--- config.mk ---
export PLATFORM = sky130hd
export DESIGN_NAME = fri_front
export DESIGN_NICKNAME = d
export VERILOG_FILES = /design/src/hw/rtl/fri_pkg.sv /design/src/hw/rtl/fri_front.sv
export SDC_FILE = /design/constraint.sdc
export NUM_CORES = 1
export LEC_CHECK = 0
export CORE_UTILIZATION = 40
export DETAILED_ROUTE_END_ITERATION = 16
export DONT_BUFFER_PORTS = 1
export GPL_ROUTABILITY_DRIVEN = 0
export PLACE_DENSITY = 0.61
export SLEW_MARGIN = 20
export SYNTH_ARGS = -nofsm -noshare
export SYNTH_HDL_FRONTEND = slang
export SYNTH_SLANG_ARGS = --single-unit
export TNS_END_PERCENT = 100
--- constraint.sdc ---
create_clock -name clk -period 5.3 [get_ports clk]
set_clock_uncertainty 0.2 [all_clocks]
set_input_delay 0.53 -clock clk [delete_from_list [all_inputs] [get_ports clk]]
set_output_delay 0.53 -clock clk [all_outputs]
set_load 0.005 [all_outputs]
--- src/hw/rtl/fri_pkg.sv ---
// Shared types and constants for the frequency response table interpolation unit.
package fri_pkg;

    typedef enum logic { CMD_WRITE = 1'b0, CMD_QUERY = 1'b1 } cmd_t;

    localparam logic       STATUS_OK    = 1'b0;
    localparam logic       STATUS_RANGE = 1'b1;
    localparam logic [0:0] REG_POINT_COUNT = 1'b0;
    localparam logic [6:0] POINT_COUNT_RESET = 7'd1;

    // 2*pi in Q16.16
    localparam logic [18:0] TWO_PI_Q16 = 19'd411775;

    // Queued transaction: omega holds entry_omega for writes, converted target for queries.
    typedef struct packed {
        cmd_t        cmd;
        logic [5:0]  index;
        logic [31:0] omega;
        logic [31:0] re;
        logic [31:0] im;
    } q_item_t;

    typedef struct packed {
        logic [31:0] w;
        logic [31:0] re;
        logic [31:0] im;
    } point_t;

endpackage

--- src/hw/rtl/fri_front.sv ---
// Front end: accepts transactions, converts query frequency to rad/s, two-entry queue.
module fri_front import fri_pkg::*; (
    input  logic        clk,
    input  logic        rst_n,
    input  logic        start,
    output logic        busy,
    input  logic        command,
    input  logic [5:0]  entry_index,
    input  logic [31:0] entry_omega,
    input  logic [31:0] entry_real,
    input  logic [31:0] entry_imag,
    input  logic [27:0] target_freq,
    output logic        q_valid,
    output q_item_t     q_item,
    input  logic        q_pop
);
    q_item_t    slot_reg [2];
    logic       wptr_reg, rptr_reg;
    logic [1:0] count_reg;
    logic [47:0] conv;
    logic        push;
    q_item_t     item_in;

    // round half up, then drop the Q16 fraction of the constant
    assign conv = 48'(target_freq) * 48'(TWO_PI_Q16) + 48'd32768;

    always_comb
    begin
        item_in.cmd   = cmd_t'(command);
        item_in.index = entry_index;
        item_in.omega = (cmd_t'(command) == CMD_QUERY) ? conv[47:16] : entry_omega;
        item_in.re    = entry_real;
        item_in.im    = entry_imag;
    end

    assign busy    = (count_reg == 2'd2);
    assign push    = start && !busy;
    assign q_valid = (count_reg != 2'd0);
    assign q_item  = slot_reg[rptr_reg];

    always_ff @(posedge clk)
    begin
        if (push)
        begin
            slot_reg[wptr_reg] <= item_in;
        end
    end

    always_ff @(posedge clk or negedge rst_n)
    begin
        if (!rst_n)
        begin
            wptr_reg  <= 1'b0;
            rptr_reg  <= 1'b0;
            count_reg <= 2'd0;
        end
        else
        begin
            if (push)
            begin
                wptr_reg <= !wptr_reg;
            end
            if (q_pop)
            begin
                rptr_reg <= !rptr_reg;
            end
            count_reg <= count_reg + 2'(push) - 2'(q_pop);
        end
    end
endmodule

## Word level (Yosys, flattened, before mapping)

Memories as Yosys holds them, arrays and structs flattened.
Index checks and enable logic that the tools add are counted.

| word-level totals | value |
|---|---|
| memory bits (writable) | 206 |
| input bits | 135 |
| memories | 1 |
| register bits after elaboration | 4 |

Memories:

| name | depth | bits a word | rd ports | clocked after Yosys merged registers in | write ports | line | RTL |
|---|---|---|---|---|---|---|---|
| slot_reg | 2 | 103 | 1 | 0 | 1 | fri_front.sv:17 | `q_item_t slot_reg [2];` |

| operators by class | value |
|---|---|
| multiply operators | 1 |
| reductions and logical operators | 5 |
| add/sub/neg operators | 3 |
| equality and inequality tests | 1 |
| multiplexer cells | 3 |

Operators with widths:

| cell | number |
|---|---|
| $add 47x16->48 const B | 1 |
| $mul 28x19->47 const B | 1 |
| $mux 32 | 1 |
| $logic_not 1->1 | 3 |
| $add 2x1->2 | 1 |
| $eq 2x2->1 const B | 1 |
| $mux 1 | 2 |
| $reduce_bool 2->1 | 1 |
| $sub 2x1->2 | 1 |
| $logic_and 1x1->1 | 1 |

## Logic depth before layout (Yosys ltp)

Gate-level depths: netlist of run 1.

| logic depth | value |
|---|---|
| depth in word-level cells | 5 |
| depth in mapped cells | 22 |
| depth with buffers taken out | 22 |

## Least setup slack after synthesis of run 1

No wires, ideal clock.

| path | value |
|---|---|
| path kind | input to register |
| from | input port target_freq[11] |
| to | memory slot_reg[0][76] (netlist bit), data pin |
| stages | 22 |
| data required time | 4,838 ps |
| slack | -1,209 ps |
| data arrival time | 6,047 ps |
| buffers on the path | 0 |
| path through | inv_1 -> fa_1 -> inv_1 -> fa_1 -> inv_1 -> fa_1 -> inv_1 -> ha_1 -> fa_1 -> inv_1 -> fa_1 -> inv_1 -> fa_1 -> ha_1 -> a21oi_1 -> o21ai_1 -> a221oi_1 -> a21bo_1 -> a2111o_1 -> a221oi_2 -> xnor2_1 -> mux2_4 |

RTL lines:

| element | line | RTL |
|---|---|---|
| start, declared | fri_front.sv:12 | `input logic [27:0] target_freq,` |
| end, declared | fri_front.sv:17 |  |

==> impl_results.md, run 1 <==
* Die area at 43040 um^2
* Number of synthesized flops with an enable pin at between 200 and 250
* Crit-path cells: clkinvlp_4 -> fa_1 -> fa_1 -> fa_1 -> inv_1 -> ha_4 -> inv_2 -> fa_1 -> inv_1 -> fa_1 -> ha_4 -> ha_4 -> o21a_1 -> a211o_1 -> o211a_4 -> a21bo_2 -> a2111o_1 -> a221oi_2 -> xnor2_1 -> mux2_4
* Global-route wire length before repair at just over 60000 um
* Critical path capture point type: flop
* Crit path DAT at around 6.0 ns
* Post-layout net count at just over 2000
* Critical path class: input pin to flop
* Die Wd at between 200 and 250 um
* Register bit total from synthesis at 210
* Largest register FFs at 206
* RSZ-0062 raised after global routing: true
* Remaining antenna violation count after routing at 0
* Num CTS Buffers at 20
* Post-synthesis compound-gate area fraction at around 5.1%
* H-Tree Depth at 1
* XOR/XNOR Fraction of Synth Area at between 1.5 and 2%
* Fmax at ~170 MHz
* Outcome: finished with violations
* Count of input and output buffers at 0
* Mux share of post-synthesis cell area at just over 8%
* Final period utilization at 111.6%
* CTS tree: done
* Vias in the first global route at between 10000 and 15000
* Critical Path RT at between 5 and 6 ns
* Slew HR at about a third
* Final setup vio count at 60
* Largest net degree at the start of global routing at 75
* Critical-path maximum fanout at 5
* Synthesized instance count at 1273
* Worst-path clk slew at around 0.07 ns
* Drt wl/cell at 18.47 um
* N_diodes at 0
* Largest family of logic cells by synthesized area: adder cells
* Synth Area in Simple Gates at 3.142%
* Number of antenna violations at the first check in global routing at 0
* Worst setup SP type: input pin
* Area of the core at 41200 um^2
* GRT Total Usage at ~18%
* Fin. max-slew vios at 0
* Share of layout cells above drive strength 1 at between 20 and 30%
* CP max stage cell: fa_1
* Most used cell, CP: fa_1
* DRC violations left at 0
* Seq/Total Area, Yosys at a little under two fifths
* Worst-Skew Late Latency at 0.49 ns
* Drt total wl at 38200 um
* Worst slew pin tran at 0.9844 ns
* Vias at around 10000
* Clk sink count at 210
* Root Buffer: clkbuf_16
* Synthesized-area fraction occupied by adder cells at just under 40%
* Violated checks: setup timing
* Syn Area/Cell at roughly 13 um^2
* Syn nets at between 1500 and 2000
* Die H at between 200 and 250 um
* Max incr delay on CP at approximately 0.54 ns
* Placed Instances at a little under 2000
* Post-synthesis instance area at roughly 17000 um^2
* Starting density of the core at 40.98%
* Num ports at 240
* Final WS setup at -0.6153 ns
* Syn-to-layout area delta at 23.99%
* Fin. Hold Viols at 0
* Grt ovf at 0
* Max-Cap Viols at 0
* Netlist cell types at between 60 and 70
* DRT Pass-1 Iters at 4
* Std cell rows at 74
* Initial DRC count at ~430
* Vias per cell at 4.855
* Fin crit period at roughly 5.9 ns
* Detailed Place HPWL at ~30000 um
* Syn. warnings at 0
* Deepest clock path buffer count at 3
* Final cell count without fillers at ~2100
* Post-synth top flop: edfxtp_1
* Async SR Flop Fraction at roughly 1.9%
* HP Class: input pin to flop
## kinds of logic (layout without fill, tap and decap cells)
logic type	Yosys count	after routing
compound gates	125	125
simple gates	106	106
flops	210	210
buf+inv	270	533
mux	124	124
xor+xnor	30	30
fa+ha+maj	408	408
## per-stage QoR
step / worst slack [ns] / util (%) / TNS (ns) / hold WS, ns / area (um^2)
CTS: -0.5616 / 50.38 / -23.22 / 0.02460 / 20760
floorplan: -0.9550 / - / -39.13 / 0.03441 / 17250
finish: -0.6153 / 50.81 / -24.73 / 0.05748 / 20940
global route: -0.7890 / 50.81 / -35.35 / 0.03431 / 20940
detailed placement: -1.183 / 46.35 / -60.87 / 0.03471 / 19100
global placement: -1.127 / 46.35 / -56.61 / 0.03465 / 19100
## layout make-up
type	count	area [um^2]
fillers	3479	20270
multi-input cells	793	10260
flip-flops and latches	210	6290
repair buffers	246	2053
inverters	251	972.2
well taps	532	665.6
clock buffers	24	546.8
clock inverters	12	145.1
## cells in the final DEF, fill, tap and decap left out, types with 9 or more instances in the layout
master and count:
mux2_4 14, clkbuf_16 21, inv_2 10, nor3_1 9
o21ai_0 11, nor2_1 15, ha_1 198, buf_4 169
a21oi_1 21, fa_1 176, inv_1 233, fa_2 13
a21oi_2 11, ha_4 20, a21o_1 17, nand2_1 29
nand4_1 9, dlygate4sd3_1 73, edfxtp_1 206, clkinvlp_4 9
xnor2_1 15, mux2_2 110
## timing repair
item	4_1_cts	5_1_grt
resized for setup	45	27
hold endpoints to repair	147	0
pin swaps	28	24
endpoints found under the setup margin	60	64
setup buffers	5	8
hold buffers	73	0
## critical path, delay by kind of cell
family	cells	cell delay [ns]
muxes	1	0.26
buffers and inverters	4	0.25
AOI/OAI and AO/OA	6	1.56
adders and majority gates	8	3.27
xor gates and xnor gates	1	0.10
## synth_stat cells, drive strengths merged, types with 2 or more instances
cell / count / share of area (%)
o211ai: 6 / 0.27
xnor2: 17 / 0.88
nor3: 10 / 0.30
o21a: 3 / 0.13
nand2b: 2 / 0.074
ha: 219 / 16
dfrtp: 4 / 0.59
mux2: 124 / 8.3
and4: 2 / 0.10
o21ai: 18 / 0.53
buf: 4 / 0.089
a31o: 2 / 0.10
nand4: 9 / 0.33
o21bai: 6 / 0.27
and2: 6 / 0.22
nor2: 18 / 0.40
o22ai: 2 / 0.074
a221o: 3 / 0.18
nand2: 32 / 0.71
a221oi: 3 / 0.19
a2111oi: 2 / 0.14
o31ai: 2 / 0.089
a2111o: 4 / 0.27
a211o: 4 / 0.21
a21boi: 4 / 0.20
nand3: 7 / 0.21
a211oi: 3 / 0.13
xor2: 13 / 0.67
a21oi: 35 / 1.0
or2: 2 / 0.074
o311ai: 3 / 0.16
fa: 189 / 22
edfxtp: 206 / 37
and3: 10 / 0.37
clkbuf: 15 / 0.33
inv: 251 / 5.6
a21o: 17 / 0.76
## layer usage
metal  global-route usage, %  wire [um]  vias to the layer above  part of all wire (%)
met5                       0          0                        -                     0
met4                   4.143        603                        0                   1.6
met3                   3.858       2240                       36                   5.9
met2                   30.06      18210                      217                    48
met1                   23.49      17140                     4905                    45
li1                        -          -                     4883                     -
## worst paths after layout
path	startpoint	end	slack (ns)	cells after the start
max	target_freq[11]	slot_reg[1][76]	-0.62	20
min	entry_omega[8]	slot_reg[0][72]	0.06	1
max reg2reg	count_reg[0]	slot_reg[1][58]	2.72	3
min reg2reg	count_reg[0]	count_reg[0]	0.34	1
max in group asynchronous	rst_n	rptr_reg	4.57	1
min in group asynchronous	rst_n	wptr_reg	0.12	1
Power of run 1 is not shown: default switching activity piles up to over one toggle a cycle in this logic, so the estimate is an artifact.
==> run 2, diff against run 1 <==
--- a/config.mk
+++ b/config.mk
@@ -5,11 +5,12 @@
 export SDC_FILE = /design/constraint.sdc
 export NUM_CORES = 1
 export LEC_CHECK = 0
-export CORE_UTILIZATION = 40
+export CORE_UTILIZATION = 35
 export DETAILED_ROUTE_END_ITERATION = 16
 export DONT_BUFFER_PORTS = 1
 export GPL_ROUTABILITY_DRIVEN = 0
-export PLACE_DENSITY = 0.61
+export PLACE_DENSITY_LB_ADDON = 0.3
+export RECOVER_POWER = 25
 export SLEW_MARGIN = 20
 export SYNTH_ARGS = -nofsm -noshare
 export SYNTH_HDL_FRONTEND = slang
==> run 2 against run 1 <==
The flow still finishes with violations (setup timing). Register-to-register slack gained 0.20 ns. Sequential share of layout area shrank 0.44 points. Fmax shrank 0.79%. Flip-flop and latch count is the same. Largest cell class unchanged. Setup slack lost 0.047 ns. Die area grew 14%. Final cell count grew 4.5%. Wire length grew 2.5%. Critical path depth grew 2. Global-route usage shrank 1.9 points. Core utilization shrank 6.2 points.
==> impl_results.md, run 2 (same netlist as run 1, synthesis figures left out) <==
* Vias at 10140 (+1.0%)
* Die area at 49120 um^2 (+14%)
* Critical path capture point type: flop
* Setup TNS at -29.94 ns (-5.209 ns)
* Final period utilization at 112.5% (+0.89 points)
* Remaining antenna violation count after routing at 0 (unchanged)
* H-Tree Depth at 1 (unchanged)
* Global-route wire length before repair at 61810 um (+1.8%)
* Crit path DAT at 6.00 ns (+0.04 ns)
* Worst setup SP type: input pin
* CP max stage cell: fa_2
* Leading cell types in the layout, fill and taps excluded: inv_1, edfxtp_1, ha_1
* Reg2Reg Depth at 4 (+1)
* Clk sink count at 210 (unchanged)
* RR Endpoint: slot_reg[0][63]
* HP Class: input pin to flop
* Worst hold path startpoint: entry_omega[27]
* Max-Cap Viols at 0 (unchanged)
* Most used cell, CP: fa_2
* Reg2reg start: count_reg[1]
* Endpoint, Worst Hold: slot_reg[1][91]
* Max incr delay on CP at 0.58 ns (+0.04 ns)
* Largest register FFs at 206 (unchanged)
* Fin. Hold Viols at 0 (unchanged)
* Initial DRC count at 463 (+8.2%)
* Grt ovf at 0 (unchanged)
* DRT Pass-1 Iters at 5 (+1)
* Largest net degree at the start of global routing at 82 (+9.3%)
* Deepest clock path buffer count at 3 (unchanged)
* Fmax at 167.7 MHz (-0.79%)
* Worst slew pin tran at 0.7506 ns (-0.2338 ns)
* GRT Total Usage at 15.99% (-1.9 points)
* Vias per cell at 4.691 (-3.4%)
* Drt wl/cell at 18.11 um (-1.9%)
* Met1 wire length at 17320 um (+1.1%)
* Commonest non-fill, non-tap cell in the layout: inv_1
* Violated checks: setup timing
* Slew HR at 49.84% (+15 points)
* Worst-Skew Late Latency at 0.48 ns (about the same)
* Critical Path RT at 5.33 ns (about the same)
* Die Wd at 221.6 um (+6.8%)
* Drt total wl at 39160 um (+2.5%)
* Routed length on met2 at 18870 um (+3.6%)
* Reg2reg setup slack at 2.92 ns (+0.20 ns)
* Hold path depth at 2 (+1)
* Detailed Place HPWL at 31360 um (+3.1%)
* DRC violations left at 0 (unchanged)
* Syn-to-layout area delta at 25.85%
* DR top layer: met5
* Final WS setup at -0.6623 ns (-0.04704 ns)
* Outcome: finished with violations
* Post-layout net count at 2079 (+0.68%)
* Die H at 221.6 um (+6.8%)
* RSZ-0062 raised after global routing: true
* Starting density of the core at 35.44% (-5.5 points)
* Placed instance area at 19260 um^2 (+0.86%)
* Reg area at 6290 um^2 (unchanged)
* Area occupied by multi-input gates at 10470 um^2 (+2.0%)
* Critical-path maximum fanout at 5 (unchanged)
* Detail Route met3 WL at 2317 um (+3.4%)
* Fin. max-slew vios at 0 (unchanged)
* Num ports at 240 (unchanged)
* Num CTS Buffers at 19 (-5.0%)
* Fin crit period at 5.962 ns (+0.04704 ns)
* Vias in the first global route at 10960 (+1.1%)
* Count of input and output buffers at 0 (unchanged)
* Crit-path cells: clkinvlp_4 -> fa_2 -> inv_2 -> fa_2 -> inv_2 -> fa_2 -> inv_2 -> ha_4 -> fa_1 -> inv_1 -> fa_1 -> inv_1 -> fa_2 -> ha_4 -> nand2_2 -> o21ai_2 -> a221oi_2 -> a21bo_2 -> a2111o_1 -> a221oi_2 -> xnor2_1 -> mux2_4
* Std cell rows at 80 (+8.1%)
* Area of the core at 47650 um^2 (+16%)
* Critical path class: input pin to flop
* Final setup vio count at 60 (unchanged)
* Fin area at 21250 um^2 (+1.5%)
* Root Buffer: clkbuf_16
* Worst-path clk slew at 0.07 ns (about the same)
* Fillers at 4247 (+22%)
* Number of antenna violations at the first check in global routing at 4 (+4)
* Share of layout cells above drive strength 1 at 29.71% (+0.93 points)
* CTS tree: done
-- run 2: worst max path at each step --
stage | cells past startpoint | end | start
floorplan | 22 | slot_reg[0][76] | target_freq[11]
global placement | 22 | slot_reg[0][76] | target_freq[11]
detailed placement | 22 | slot_reg[1][76] | target_freq[11]
CTS | 22 | slot_reg[1][76] | target_freq[12]
global route | 22 | slot_reg[1][76] | target_freq[11]
finish | 22 | slot_reg[1][76] | target_freq[11]
-- run 2: worst max-delay path, delay by kind of cell --
kind            cells  cell delay (ns)
xor+xnor            1             0.12
buf+inv             6             0.39
compound gates      5             1.22
mux                 1             0.27
fa+ha+maj           8             3.40
simple gates        1             0.06
-- run 2: through the flow --
| stage | hold WS, ns | instances | utilization, % | setup WS, ns |
|---|---|---|---|---|
| global route | 0.03647 | 2162 | 44.60 | -0.8205 |
| CTS | 0.03244 | 2151 | 43.89 | -0.6310 |
| finish | 0.06584 | 2162 | 44.60 | -0.6623 |
| detailed placement | 0.03458 | 2041 | 40.43 | -1.240 |
| global placement | 0.03456 | 2041 | 40.43 | -1.162 |
| floorplan | 0.03441 | 1273 | - | -0.9550 |
-- run 2: per-layer routing --
metal	GRT usage [%]	vias to the layer above
li1	-	4894
met1	21.01	4972
met2	27.03	240
met3	3.141	32
met4	3.965	4
met5	0	-
-- run 2: area by class of cell --
class | instances | area share [%]
multi-input cells | 793 | 49.25
well taps | 615 | 3.621
clock buffers | 22 | 2.290
repair buffers | 261 | 10.30
clock inverters | 8 | 0.3121
diodes | 2 | 0.02355
flip-flops and latches | 210 | 29.60
inverters | 251 | 4.610
-- run 2: repair_timing --
| item | 4_1_cts | 5_1_grt |
|---|---|---|
| setup endpoints to repair | 60 | 64 |
| gates resized for setup | 56 | 49 |
| gates cloned | 0 | 0 |
| buffers inserted | 7 | 14 |
| hold endpoints to repair | 147 | 0 |
| hold buffers | 73 | 0 |
| pin swaps | 18 | 34 |
Power of run 2 is left out for the same reason.
